File: src/sv/bxd_pkg.sv
// ----------------------------------------------------------------------------
// bxd_pkg
// Shared types and constants of the box average downscaler: pixel and
// register widths, register indexes and the position flags handed from the
// position tracker to the datapath.
// ----------------------------------------------------------------------------
package bxd_pkg;

    localparam int PIX_W      = 16;
    localparam int LW_W       = 13;
    localparam int FH_W       = 16;
    localparam int BS_W       = 5;
    localparam int CFG_IDX_W  = 2;
    localparam int CFG_DATA_W = 16;
    localparam int CH_N       = 3;

    localparam logic [LW_W-1:0] LINE_WIDTH_RST   = 13'd640;
    localparam logic [FH_W-1:0] FRAME_HEIGHT_RST = 16'd480;
    localparam logic [BS_W-1:0] BLOCK_SCALE_RST  = 5'd1;

    typedef logic [PIX_W-1:0] pix_t;

    // configuration register indexes
    typedef enum logic [CFG_IDX_W-1:0] {
        CFG_LINE_WIDTH   = 2'd0,
        CFG_FRAME_HEIGHT = 2'd1,
        CFG_BLOCK_SCALE  = 2'd2
    } cfg_index_t;

    // where the current item sits in the frame
    typedef struct packed {
        logic in_full;    // pixel belongs to a whole block
        logic first;      // top-left pixel of its block
        logic emit;       // bottom-right pixel of its block
        logic frame_end;  // block is the last whole block of the frame
    } bxd_pos_t;

endpackage

File: src/sv/bxd_divider.sv
// ----------------------------------------------------------------------------
// bxd_divider
// Three-channel restoring divider: divides each block sum by the block
// area, one quotient bit per cycle, and holds the quotients until taken.
// ----------------------------------------------------------------------------
module bxd_divider
    import bxd_pkg::*;
#(
    parameter int SUM_W  = 24,
    parameter int AREA_W = 10
) (
    input  logic                       aclk,
    input  logic                       aresetn,
    input  logic                       start,
    input  logic [CH_N-1:0][SUM_W-1:0] sums,
    input  logic [AREA_W-1:0]          area,
    input  logic                       frame_end_in,
    output logic                       busy,
    output logic                       out_valid,
    input  logic                       out_ready,
    output logic [CH_N-1:0][PIX_W-1:0] quot,
    output logic                       frame_end_out
);

    localparam int QCW = $clog2(PIX_W);

    logic [CH_N-1:0][SUM_W-1:0] rem_reg, rem_next;
    logic [CH_N-1:0][PIX_W-1:0] quot_reg, quot_next;
    logic [SUM_W-1:0]           dsh_reg;
    logic [QCW-1:0]             cnt_reg;
    logic                       running_reg;
    logic                       pend_reg;
    logic                       fe_reg;

    // one compare and subtract per channel
    always_comb begin
        for (int c = 0; c < CH_N; c++) begin
            if (rem_reg[c] >= dsh_reg) begin
                rem_next[c]  = rem_reg[c] - dsh_reg;
                quot_next[c] = {quot_reg[c][PIX_W-2:0], 1'b1};
            end else begin
                rem_next[c]  = rem_reg[c];
                quot_next[c] = {quot_reg[c][PIX_W-2:0], 1'b0};
            end
        end
    end

    // datapath: load on start, step while running
    always_ff @(posedge aclk) begin
        if (start) begin
            rem_reg <= sums;
            dsh_reg <= SUM_W'(area) << (PIX_W - 1);
            fe_reg  <= frame_end_in;
        end else if (running_reg) begin
            rem_reg  <= rem_next;
            quot_reg <= quot_next;
            dsh_reg  <= dsh_reg >> 1;
        end
    end

    // control: step count and result hold
    always_ff @(posedge aclk) begin
        if (!aresetn) begin
            running_reg <= 1'b0;
            pend_reg    <= 1'b0;
            cnt_reg     <= '0;
        end else begin
            if (start) begin
                running_reg <= 1'b1;
                cnt_reg     <= '0;
            end else if (running_reg) begin
                cnt_reg <= cnt_reg + QCW'(1);
                if (cnt_reg == QCW'(PIX_W - 1)) begin
                    running_reg <= 1'b0;
                    pend_reg    <= 1'b1;
                end
            end else if (pend_reg && out_ready) begin
                pend_reg <= 1'b0;
            end
        end
    end

    assign busy          = running_reg || pend_reg;
    assign out_valid     = pend_reg;
    assign quot          = quot_reg;
    assign frame_end_out = fe_reg;

endmodule

File: config.mk
export PLATFORM = sky130hd
export DESIGN_NAME = bxd_divider
export DESIGN_NICKNAME = d
export VERILOG_FILES = /design/src/sv/bxd_pkg.sv /design/src/sv/bxd_divider.sv
export SDC_FILE = /design/constraint.sdc
export NUM_CORES = 1
export LEC_CHECK = 0
export BUFFER_PORTS_ARGS = -buffer_cell sky130_fd_sc_hd__buf_4
export CORE_AREA = 2 2 132 134
export DETAILED_ROUTE_END_ITERATION = 7
export DIE_AREA = 0 0 134 136
export PLACE_DENSITY = 0.8
export SLEW_MARGIN = 20
export SYNTH_ARGS = -nofsm -noshare
export SYNTH_HDL_FRONTEND = slang
export SYNTH_SLANG_ARGS = --single-unit
File: constraint.sdc
create_clock -name aclk -period 3.5 [get_ports aclk]
set_input_delay 0.35 -clock aclk [delete_from_list [all_inputs] [get_ports aclk]]
set_output_delay 0.35 -clock aclk [all_outputs]
set_load 0.05 [all_outputs]
==> out/qor.yml <==
ant_nets: 0
clock_latency_ns: 0.44
reg2reg_setup_slack_ns: 0.29
ys_ff_latch: 151
fillers: 1351
crit_fanout: 22
die-area_mm2: 0.01822
largest_reg_flops: 72
rsz0062_at_grt: "false"
critPathLaunchType: "flop"
cp-end-kind: "flop"
first_pass_iters: 5
htree_levels: 4
fp.coreArea_mm2: 0.01688
ctsHoldBuffers: 0
grt_use_total_pct: 24.07
viasPerCell: 5.754
hold_violations: 0
synth_flop_cell: "edfxtp_1"
post-place-ws_ns: 0.3744
dpl.cell_count: 1263
routed_wl_um: 21730
min_period_ns: 3.211
worstMarginPinSlew_ns: 0.7772
synth_cells: 978
grt_max_degree: 106
crit_arrival_ns: 3.35
tns_ns: 0
cts_root_buf: "clkbuf_16"
via_count: 7451
total_power_mw: 7.396
hold_path.class: "in2reg"
yosys_warnings: 0
skew_ns: 0.009273
leakage_nw: 4.509
ys_async_sr_fraction_pct: 0
clkTransAtPathRegs_ns: 0.06
synthTopCellsByArea: "edfxtp_1, ha_1, o21ai_0, dfxtp_1, nand2_1"
fmax_ghz: 0.3115
grt_pass1_vias: 6880
syn_avg_cell_area_um2: 9.866
setup_viol: 0
layoutNonFillerInstCount: 1295
rows: 48
die_w_um: 134
start_util_pct: 57.18
ctsResizeCount: 0
synth-edff-count: 130
antenna_found_initial: 0
drc: 0
ios: 138
antenna_cells: 0
drive_gt1_share_pct: 17.29
multi_input_area_mm2: 0.004697
final_max_slew_viol_count: 0
cts_buffers: 17
io_buffers: 136
timing_worst_setup_path_type: "reg2reg"
cts_tree: "built"
cts_setup_buffers: 0
syn_nets: 1141
finalCritPeriodShare_pct: 91.73
area_growth_syn_to_layout_pct: 15.42
hpwl_um: 15770
cap_violations: 0
drtIter0Drc: 496
die_h_um: 136
final_nets: 1220
syn-cell-area_mm2: 0.009649
grt_pass1_wl_um: 34080
overflow: 0
ir_drop_mv: 0.4599
crit_required_ns: 3.64
synth_top_area_share_pct: 40.46
seq_area_frac_synth_pct: 44.81
cts_buffer_depth: 2
setup_ws_ns: 0.2894
synth.distinct_cells: 64
wire_per_inst_um: 16.78
cts_num_sinks: 151
relSlewSlack_pct: 47.87
status: "finished, final reports clean"
gp_congestion: 0.9002
regArea_mm2: 0.004324
post-synth-top-area-cell: "edfxtp_1"
power.density_cell_area_mw_per_mm2: 664.1
-- cells in the final DEF, fill, tap and decap left out, types with 3 or more instances in the layout --
master	synthesis	final
buf_12	0	3
xor2_1	40	40
nand2b_1	14	14
a31oi_1	9	9
a21boi_0	3	3
nor3_1	7	7
xnor2_1	24	24
nor2_1	61	61
mux2_2	7	7
o211ai_1	11	11
edfxtp_1	130	130
mux2i_1	16	16
nor2b_1	8	7
ha_1	73	73
clkinv_4	0	4
and2_1	6	6
fa_1	3	3
and3_1	5	5
buf_4	45	139
a221o_1	3	3
a21oi_1	77	77
a21o_1	30	30
nand3_1	21	21
o21a_1	5	5
inv_1	39	39
o31ai_1	5	5
nor4_1	4	4
o21bai_1	5	5
inv_6	0	3
o21ai_0	102	102
nand4_1	12	12
dfxtp_1	21	21
a22o_1	8	8
clkbuf_16	0	17
a211oi_1	12	12
clkinvlp_4	0	3
nand2_1	103	103
-- stage by stage --
stage / util, % / cell area, µm² / hold slack (ns)
6_report: 65.99 / 11140 / 0.08768
3_3_place_gp: 62.55 / 10560 / 0.4312
5_1_grt: 65.99 / 11140 / 0.07973
4_1_cts: 65.99 / 11140 / 0.08367
3_5_place_dp: 62.55 / 10560 / 0.4334
2_1_floorplan: - / 9649 / 0.4277
-- layout make-up --
cell class	count	area share, %
Multi-Input combinational cell	705	42.18
Sequential cell	151	38.83
Timing Repair Buffer	142	9.909
Clock buffer	19	3.887
Tap cell	225	2.528
Inverter	40	1.348
Clock inverter	13	1.326
-- path summary, 6_finish.rpt --
kind / from / to / cells past startpoint
min: frame_end_in / frame_end_out / 1
max: dsh_reg[0] / rem_reg[24] / 10
max reg2reg: dsh_reg[0] / rem_reg[24] / 10
min reg2reg: quot[30] / quot[31] / 0
-- synth_stat cells (5+ instances only) --
| cell | count |
|---|---|
| edfxtp_1 | 130 |
| nand2_1 | 103 |
| o21ai_0 | 102 |
| a21oi_1 | 77 |
| ha_1 | 73 |
| nor2_1 | 61 |
| buf_4 | 45 |
| xor2_1 | 40 |
| inv_1 | 39 |
| clkbuf_1 | 31 |
| a21o_1 | 30 |
| xnor2_1 | 24 |
| dfxtp_1 | 21 |
| nand3_1 | 21 |
| mux2i_1 | 16 |
| nand2b_1 | 14 |
| a211oi_1 | 12 |
| nand4_1 | 12 |
| o211ai_1 | 11 |
| a31oi_1 | 9 |
| a22o_1 | 8 |
| nor2b_1 | 8 |
| mux2_2 | 7 |
| nor3_1 | 7 |
| and2_1 | 6 |
| and3_1 | 5 |
| o21a_1 | 5 |
| o21bai_1 | 5 |
| o31ai_1 | 5 |
-- logic make-up (layout without fill, tap and decap cells) --
| family | count (synthesis) | count (layout) | share of synthesized area, % |
|---|---|---|---|
| adders and majority gates | 76 | 76 | 10.09 |
| xor gates and xnor gates | 64 | 64 | 5.809 |
| AOI/OAI and AO/OA | 291 | 291 | 18.39 |
| buffers and inverters | 122 | 214 | 6.587 |
| DFF | 151 | 151 | 44.81 |
| and+or+nand+nor | 251 | 251 | 11.84 |
| muxes | 23 | 23 | 2.477 |
-- power breakdown --
group,internal (mW),switching (mW)
sequential,2.36,0.119
clock,1.06,0.767
combinational,1.29,1.81
total,4.70,2.70
-- critical path: stages, from the launching register on --
cell,delay (ns)
dfxtp_1,0.35
ha_1,0.22
fa_1,0.40
nand2b_1,0.18
a21oi_1,0.22
o21ai_0,0.19
a211oi_1,0.38
nor4_1,0.15
o311ai_1,0.32
a21o_1,0.27
buf_12,0.20
-- layer usage --
| metal | routed length (µm) | global-route usage [%] | part of all wire, % | vias to the layer above |
|---|---|---|---|---|
| met3 | 1242 | 4.586 | 5.7 | 40 |
| li1 | - | - | - | 3710 |
| met2 | 10640 | 41.51 | 49 | 250 |
| met1 | 9329 | 30.31 | 43 | 3451 |
| met4 | 521 | 8.747 | 2.4 | 0 |
| met5 | 0 | 0 | 0 | - |
Power figures use the tool's default switching activity.
