<file path="config.mk">
export PLATFORM = sky130hd
export DESIGN_NAME = bxd_position
export DESIGN_NICKNAME = d
export VERILOG_FILES = /design/src/sv/bxd_pkg.sv /design/src/sv/bxd_position.sv
export SDC_FILE = /design/constraint.sdc
export NUM_CORES = 1
export LEC_CHECK = 0
export BUFFER_PORTS_ARGS = -buffer_cell sky130_fd_sc_hd__buf_2
export CORE_AREA = 2 2 137 206
export CTS_CLUSTER_DIAMETER = 120
export CTS_CLUSTER_SIZE = 12
export DETAILED_ROUTE_END_ITERATION = 10
export DIE_AREA = 0 0 139 208
export SLEW_MARGIN = 20
export SYNTH_ARGS = -nofsm -noshare
export SYNTH_HDL_FRONTEND = slang
export SYNTH_SLANG_ARGS = --single-unit
</file>
<file path="constraint.sdc">
create_clock -name aclk -period 7.09 [get_ports aclk]
set_clock_uncertainty 0.15 [all_clocks]
set_input_delay 0.3545 -clock aclk [delete_from_list [all_inputs] [get_ports aclk]]
set_output_delay 0.3545 -clock aclk [all_outputs]
set_load 0.01 [all_outputs]
</file>
<file path="src/sv/bxd_pkg.sv">
// ----------------------------------------------------------------------------
// bxd_pkg
// Shared types and constants of the box average downscaler: pixel and
// register widths, register indexes and the position flags handed from the
// position tracker to the datapath.
// ----------------------------------------------------------------------------
package bxd_pkg;

    localparam int PIX_W      = 16;
    localparam int LW_W       = 13;
    localparam int FH_W       = 16;
    localparam int BS_W       = 5;
    localparam int CFG_IDX_W  = 2;
    localparam int CFG_DATA_W = 16;
    localparam int CH_N       = 3;

    localparam logic [LW_W-1:0] LINE_WIDTH_RST   = 13'd640;
    localparam logic [FH_W-1:0] FRAME_HEIGHT_RST = 16'd480;
    localparam logic [BS_W-1:0] BLOCK_SCALE_RST  = 5'd1;

    typedef logic [PIX_W-1:0] pix_t;

    // configuration register indexes
    typedef enum logic [CFG_IDX_W-1:0] {
        CFG_LINE_WIDTH   = 2'd0,
        CFG_FRAME_HEIGHT = 2'd1,
        CFG_BLOCK_SCALE  = 2'd2
    } cfg_index_t;

    // where the current item sits in the frame
    typedef struct packed {
        logic in_full;    // pixel belongs to a whole block
        logic first;      // top-left pixel of its block
        logic emit;       // bottom-right pixel of its block
        logic frame_end;  // block is the last whole block of the frame
    } bxd_pos_t;

endpackage

</file>
<file path="src/sv/bxd_position.sv">
// ----------------------------------------------------------------------------
// bxd_position
// Configuration registers and raster position tracking. Clamps the
// registers to their usable ranges, keeps pixel, block and in-block
// counters, and flags each item as first, last or outside a whole block.
// ----------------------------------------------------------------------------
module bxd_position
    import bxd_pkg::*;
#(
    parameter int MAX_WIDTH = 4096,
    parameter int MAX_SCALE = 16
) (
    input  logic                              aclk,
    input  logic                              aresetn,
    input  logic                              cfg_wr_en,
    input  logic [CFG_IDX_W-1:0]              cfg_index,
    input  logic [CFG_DATA_W-1:0]             cfg_wr_data,
    input  logic                              advance,
    output bxd_pos_t                          pos,
    output logic [$clog2(MAX_WIDTH)-1:0]      blk_addr,
    output logic [2*$clog2(MAX_SCALE+1)-1:0]  area
);

    localparam int CW  = $clog2(MAX_WIDTH);
    localparam int WW  = $clog2(MAX_WIDTH + 1);
    localparam int XW  = $clog2(MAX_WIDTH + 2 * MAX_SCALE + 1);
    localparam int SC_W = $clog2(MAX_SCALE + 1);
    localparam int RXW = FH_W + 1;

    logic [LW_W-1:0] line_width_reg;
    logic [FH_W-1:0] frame_height_reg;
    logic [BS_W-1:0] block_scale_reg;

    logic [WW-1:0]   eff_w;
    logic [FH_W-1:0] eff_h;
    logic [SC_W-1:0] eff_s;
    logic            cfg_hit;

    logic [CW-1:0]   col_reg, col_next;
    logic [CW-1:0]   col_start_reg, col_start_next;
    logic [CW-1:0]   blk_reg, blk_next;
    logic [SC_W-1:0] cib_reg, cib_next;
    logic [SC_W-1:0] rib_reg, rib_next;
    logic [FH_W-1:0] row_reg, row_next;
    logic [FH_W-1:0] row_start_reg, row_start_next;

    logic [XW-1:0]   col_reach1, col_reach2;
    logic [RXW-1:0]  row_reach1, row_reach2;
    logic            col_last, row_last, cib_wrap, rib_wrap;

    // decode writes to known registers
    always_comb begin
        unique case (cfg_index_t'(cfg_index))
            CFG_LINE_WIDTH, CFG_FRAME_HEIGHT, CFG_BLOCK_SCALE: cfg_hit = cfg_wr_en;
            default:                                          cfg_hit = 1'b0;
        endcase
    end

    // configuration registers
    always_ff @(posedge aclk) begin
        if (!aresetn) begin
            line_width_reg   <= LINE_WIDTH_RST;
            frame_height_reg <= FRAME_HEIGHT_RST;
            block_scale_reg  <= BLOCK_SCALE_RST;
        end else if (cfg_wr_en) begin
            unique case (cfg_index_t'(cfg_index))
                CFG_LINE_WIDTH:   line_width_reg   <= cfg_wr_data[LW_W-1:0];
                CFG_FRAME_HEIGHT: frame_height_reg <= cfg_wr_data[FH_W-1:0];
                CFG_BLOCK_SCALE:  block_scale_reg  <= cfg_wr_data[BS_W-1:0];
                default: ;
            endcase
        end
    end

    // clamp registers to usable values
    always_comb begin
        if (line_width_reg == '0) begin
            eff_w = WW'(1);
        end else if (32'(line_width_reg) > MAX_WIDTH) begin
            eff_w = WW'(MAX_WIDTH);
        end else begin
            eff_w = WW'(line_width_reg);
        end
        eff_h = (frame_height_reg == '0) ? FH_W'(1) : frame_height_reg;
        if (block_scale_reg == '0) begin
            eff_s = SC_W'(1);
        end else if (32'(block_scale_reg) > MAX_SCALE) begin
            eff_s = SC_W'(MAX_SCALE);
        end else begin
            eff_s = SC_W'(block_scale_reg);
        end
    end

    assign area = (2*SC_W)'(eff_s) * (2*SC_W)'(eff_s);

    // reach of the current and the following block column and row
    assign col_reach1 = XW'(col_start_reg) + XW'(eff_s);
    assign col_reach2 = col_reach1 + XW'(eff_s);
    assign row_reach1 = RXW'(row_start_reg) + RXW'(eff_s);
    assign row_reach2 = row_reach1 + RXW'(eff_s);

    assign col_last = (XW'(col_reg) + XW'(1)) >= XW'(eff_w);
    assign row_last = (RXW'(row_reg) + RXW'(1)) >= RXW'(eff_h);
    assign cib_wrap = (cib_reg + SC_W'(1)) >= eff_s;
    assign rib_wrap = (rib_reg + SC_W'(1)) >= eff_s;

    // flags for the current item
    always_comb begin
        pos.in_full   = (col_reach1 <= XW'(eff_w)) && (row_reach1 <= RXW'(eff_h));
        pos.first     = (cib_reg == '0) && (rib_reg == '0);
        pos.emit      = cib_wrap && rib_wrap;
        pos.frame_end = (col_reach2 > XW'(eff_w)) && (row_reach2 > RXW'(eff_h));
    end

    assign blk_addr = blk_reg;

    // advance the raster position
    always_comb begin
        col_next       = col_reg;
        col_start_next = col_start_reg;
        blk_next       = blk_reg;
        cib_next       = cib_reg;
        rib_next       = rib_reg;
        row_next       = row_reg;
        row_start_next = row_start_reg;
        if (cfg_hit) begin
            col_next       = '0;
            col_start_next = '0;
            blk_next       = '0;
            cib_next       = '0;
            rib_next       = '0;
            row_next       = '0;
            row_start_next = '0;
        end else if (advance) begin
            if (col_last) begin
                col_next       = '0;
                col_start_next = '0;
                blk_next       = '0;
                cib_next       = '0;
                if (row_last) begin
                    row_next       = '0;
                    row_start_next = '0;
                    rib_next       = '0;
                end else begin
                    row_next = row_reg + FH_W'(1);
                    if (rib_wrap) begin
                        rib_next       = '0;
                        row_start_next = row_reg + FH_W'(1);
                    end else begin
                        rib_next = rib_reg + SC_W'(1);
                    end
                end
            end else begin
                col_next = col_reg + CW'(1);
                if (cib_wrap) begin
                    cib_next       = '0;
                    blk_next       = blk_reg + CW'(1);
                    col_start_next = col_reg + CW'(1);
                end else begin
                    cib_next = cib_reg + SC_W'(1);
                end
            end
        end
    end

    always_ff @(posedge aclk) begin
        if (!aresetn) begin
            col_reg       <= '0;
            col_start_reg <= '0;
            blk_reg       <= '0;
            cib_reg       <= '0;
            rib_reg       <= '0;
            row_reg       <= '0;
            row_start_reg <= '0;
        end else begin
            col_reg       <= col_next;
            col_start_reg <= col_start_next;
            blk_reg       <= blk_next;
            cib_reg       <= cib_next;
            rib_reg       <= rib_next;
            row_reg       <= row_next;
            row_start_reg <= row_start_next;
        end
    end

endmodule

</file>
==> results_dict.tcl <==
set metrics [dict create \
    regArea_sq_um 2240 \
    crit_type "flop to primary output" \
    netlist_area_sq_um 9360 \
    start_kind "flop" \
    power_leakage_nw 4.27 \
    pre_cts_slack_ns 1.25 \
    postSynthAreaPerCell_sq_um 8.14 \
    vias 8192 \
    hold_class "input pin to flop" \
    vias_per_cell 5.41 \
    path_max_fanout 8 \
    fp.coreArea_sq_um 27000 \
    synthFlopType "dfxtp_1" \
    drtIter0Drc 496 \
    clk_path_buf_depth 2 \
    crit_required_ns 6.59 \
    ys_seq_elements 112 \
    synth.most_common_cell "nand2_1" \
    clkTransAtPathRegs_ns 0.08 \
    multi_input_comb_area_sq_um 6770 \
    cts_resized 0 \
    period_share_pct 88.7 \
    synth_largest_area_cell "dfxtp_1" \
    powerDensity_nw_per_um2 137 \
    synthArstFlopShare_pct 0 \
    setup_ws_ns 0.798 \
    peakVddDrop_mv 0.110 \
    route.detailed.drc 0 \
    fmaxAchievable_mhz 159 \
    place_hpwl_mm 20.6 \
    nets 1331 \
    tns_ns 0 \
    routed_wirelength_mm 26.1 \
    die_w_microns 139 \
    tritoncts "done" \
    yosysWarningCount 0 \
    dieArea_sq_um 28900 \
    fill_cells 2854 \
    drt_first_pass_iters 5 \
    netlist.area_leader.share_pct 24.0 \
    ys_seq_area_share_pct 24.0 \
    place_inst 1499 \
    grt_start_max_net_pins 53 \
    grt_pass1_wl_mm 41.5 \
    gp_congestion 0.846 \
    worst_slew_pin_slew_ns 1.09 \
    r2r_start "col_reg[0]$_SDFFE_PP0P_" \
    maxCapViolations 0 \
    grt_pass1_vias 8063 \
    postCtsSetupRepairBufs 0 \
    grt_antenna_before_repair 0 \
    slew_headroom_pct 26.9 \
    clk_latency_ns 0.39 \
    synth_cell_type_count 81 \
    overflow 0 \
    crit_start "block_scale_reg[2]$_SDFFE_PN0P_" \
    hold_ws_ns 0.0752 \
    synth-edff-count 0 \
    period_needed_ns 6.29 \
    cts_sinks 112 \
    drive_above_1_share_pct 8.70 \
    ios 48 \
    area_growth_pct 8.62 \
    start_util_pct 34.6 \
    status "finished, final reports clean" \
    cp-end-kind "primary output" \
    antennaDiodeCount 0 \
    syn_inst 1150 \
    rows 74 \
    die_h_microns 208 \
    htree_num_levels 3 \
    io_buffers 46 \
    drv_slew 0 \
    finalSetupViolCount 0 \
    cts_buffers 9 \
    ys_top_cells_by_count "164 x nand2_1, 135 x ha_1, 112 x dfxtp_1, 79 x nor2_1, 66 x a21oi_1" \
    grt_usage_pct 18.0 \
    final_antenna_net_count 0 \
    synthTopCellsByArea "dfxtp_1 24%, ha_1 18%, nand2_1 6.6%" \
    hold_buffers 0 \
    routedWlPerCell_microns 17.2 \
    cts_root_buf "clkbuf_16" \
    final_cells 1515 \
    crit_arrival_ns 5.79 \
    hold_viol_final 0 \
    holdCritStartpoint "cfg_wr_data[13]" \
    rsz0062_at_grt "false" \
]
## cells in the final DEF, fill, tap and decap left out, drive strengths merged, types with 4 or more instances in the layout
cell / instances
a211oi: 13
buf: 51
clkbuf: 11
nand2: 165
xor2: 35
a21oi: 66
nand4: 23
nor2: 80
o21bai: 6
nand2b: 13
a31oi: 4
a22oi: 19
nor3: 18
o22ai: 15
dfxtp: 112
and4: 7
o211ai: 9
nor2b: 23
nand3: 55
a21o: 23
or3: 4
fa: 6
o21a: 12
a21boi: 24
ha: 135
and2: 10
conb: 4
nor4: 9
inv: 45
and3: 12
nand3b: 8
mux2i: 11
o2111ai: 4
xnor2: 55
o31ai: 4
o21ai: 44
## final cells by class
| cell class | instances | area share (%) |
|---|---|---|
| clock buffers | 11 | 2.49 |
| clock inverters | 5 | 0.468 |
| inverters | 42 | 1.55 |
| multi-input cells | 952 | 66.6 |
| flip-flops and latches | 112 | 22.1 |
| well taps | 342 | 4.21 |
| repair buffers | 51 | 2.63 |
## worst paths after layout
check                                       to  slack, ns  cells past startpoint
min reg2reg  frame_height_reg[12]$_SDFFE_PN0P_       0.33                      2
max                                     pos[0]       0.80                     22
max reg2reg      row_start_reg[0]$_SDFFE_PP0P_       2.36                     11
min          frame_height_reg[13]$_SDFFE_PN0P_       0.08                      3
## report_power, final
group	leakage (nW)	switching, mW	internal (mW)
sequential	0.905	0.00896	0.638
clock	0.146	0.275	0.265
combinational	3.22	0.131	0.0772
## critical path, cell delays in order, from the launching register on
cell	delay [ns]
dfxtp_1	0.48
nor3_1	0.08
o21ai_0	0.37
inv_1	0.27
ha_1	0.29
fa_1	0.44
a211oi_1	0.35
nor2_1	0.12
xor2_1	0.21
ha_1	0.30
a21oi_1	0.22
and3b_1	0.26
o2111ai_1	0.12
nor2_1	0.08
xor2_1	0.15
ha_1	0.30
nand4_1	0.09
nor2_1	0.15
o21ai_0	0.12
o31ai_1	0.23
o221ai_1	0.15
a311oi_1	0.40
buf_2	0.20
## layer usage
layer	wire, microns	up-vias	global-route usage (%)
li1	-	4150	-
met1	10000	3849	18.0
met2	14000	119	34.3
met3	451	74	2.76
met4	1640	0	11.5
met5	0	-	0
## cells by family (layout without fill, tap and decap cells)
logic type | count (synthesis) | in the layout | synth area share, %
muxes | 11 | 11 | 1.18
and+or+nand+nor | 441 | 441 | 23.1
xor gates and xnor gates | 90 | 90 | 8.58
other | 1 | 4 | 0.0401
adders and majority gates | 141 | 141 | 19.3
DFF | 112 | 112 | 24.0
buffers and inverters | 89 | 109 | 3.85
AOI/OAI and AO/OA | 265 | 265 | 20.0
## metrics by stage
step                utilization (%)  instance area (sq um)  total power, mW
CTS                            37.6                  10200             1.41
floorplan                         -                   9370            0.806
finish                         37.6                  10200             1.40
global route                   37.6                  10200             1.45
detailed placement             36.5                   9870            0.869
global placement               36.5                   9870            0.866
(Power assumes the default switching activity.)
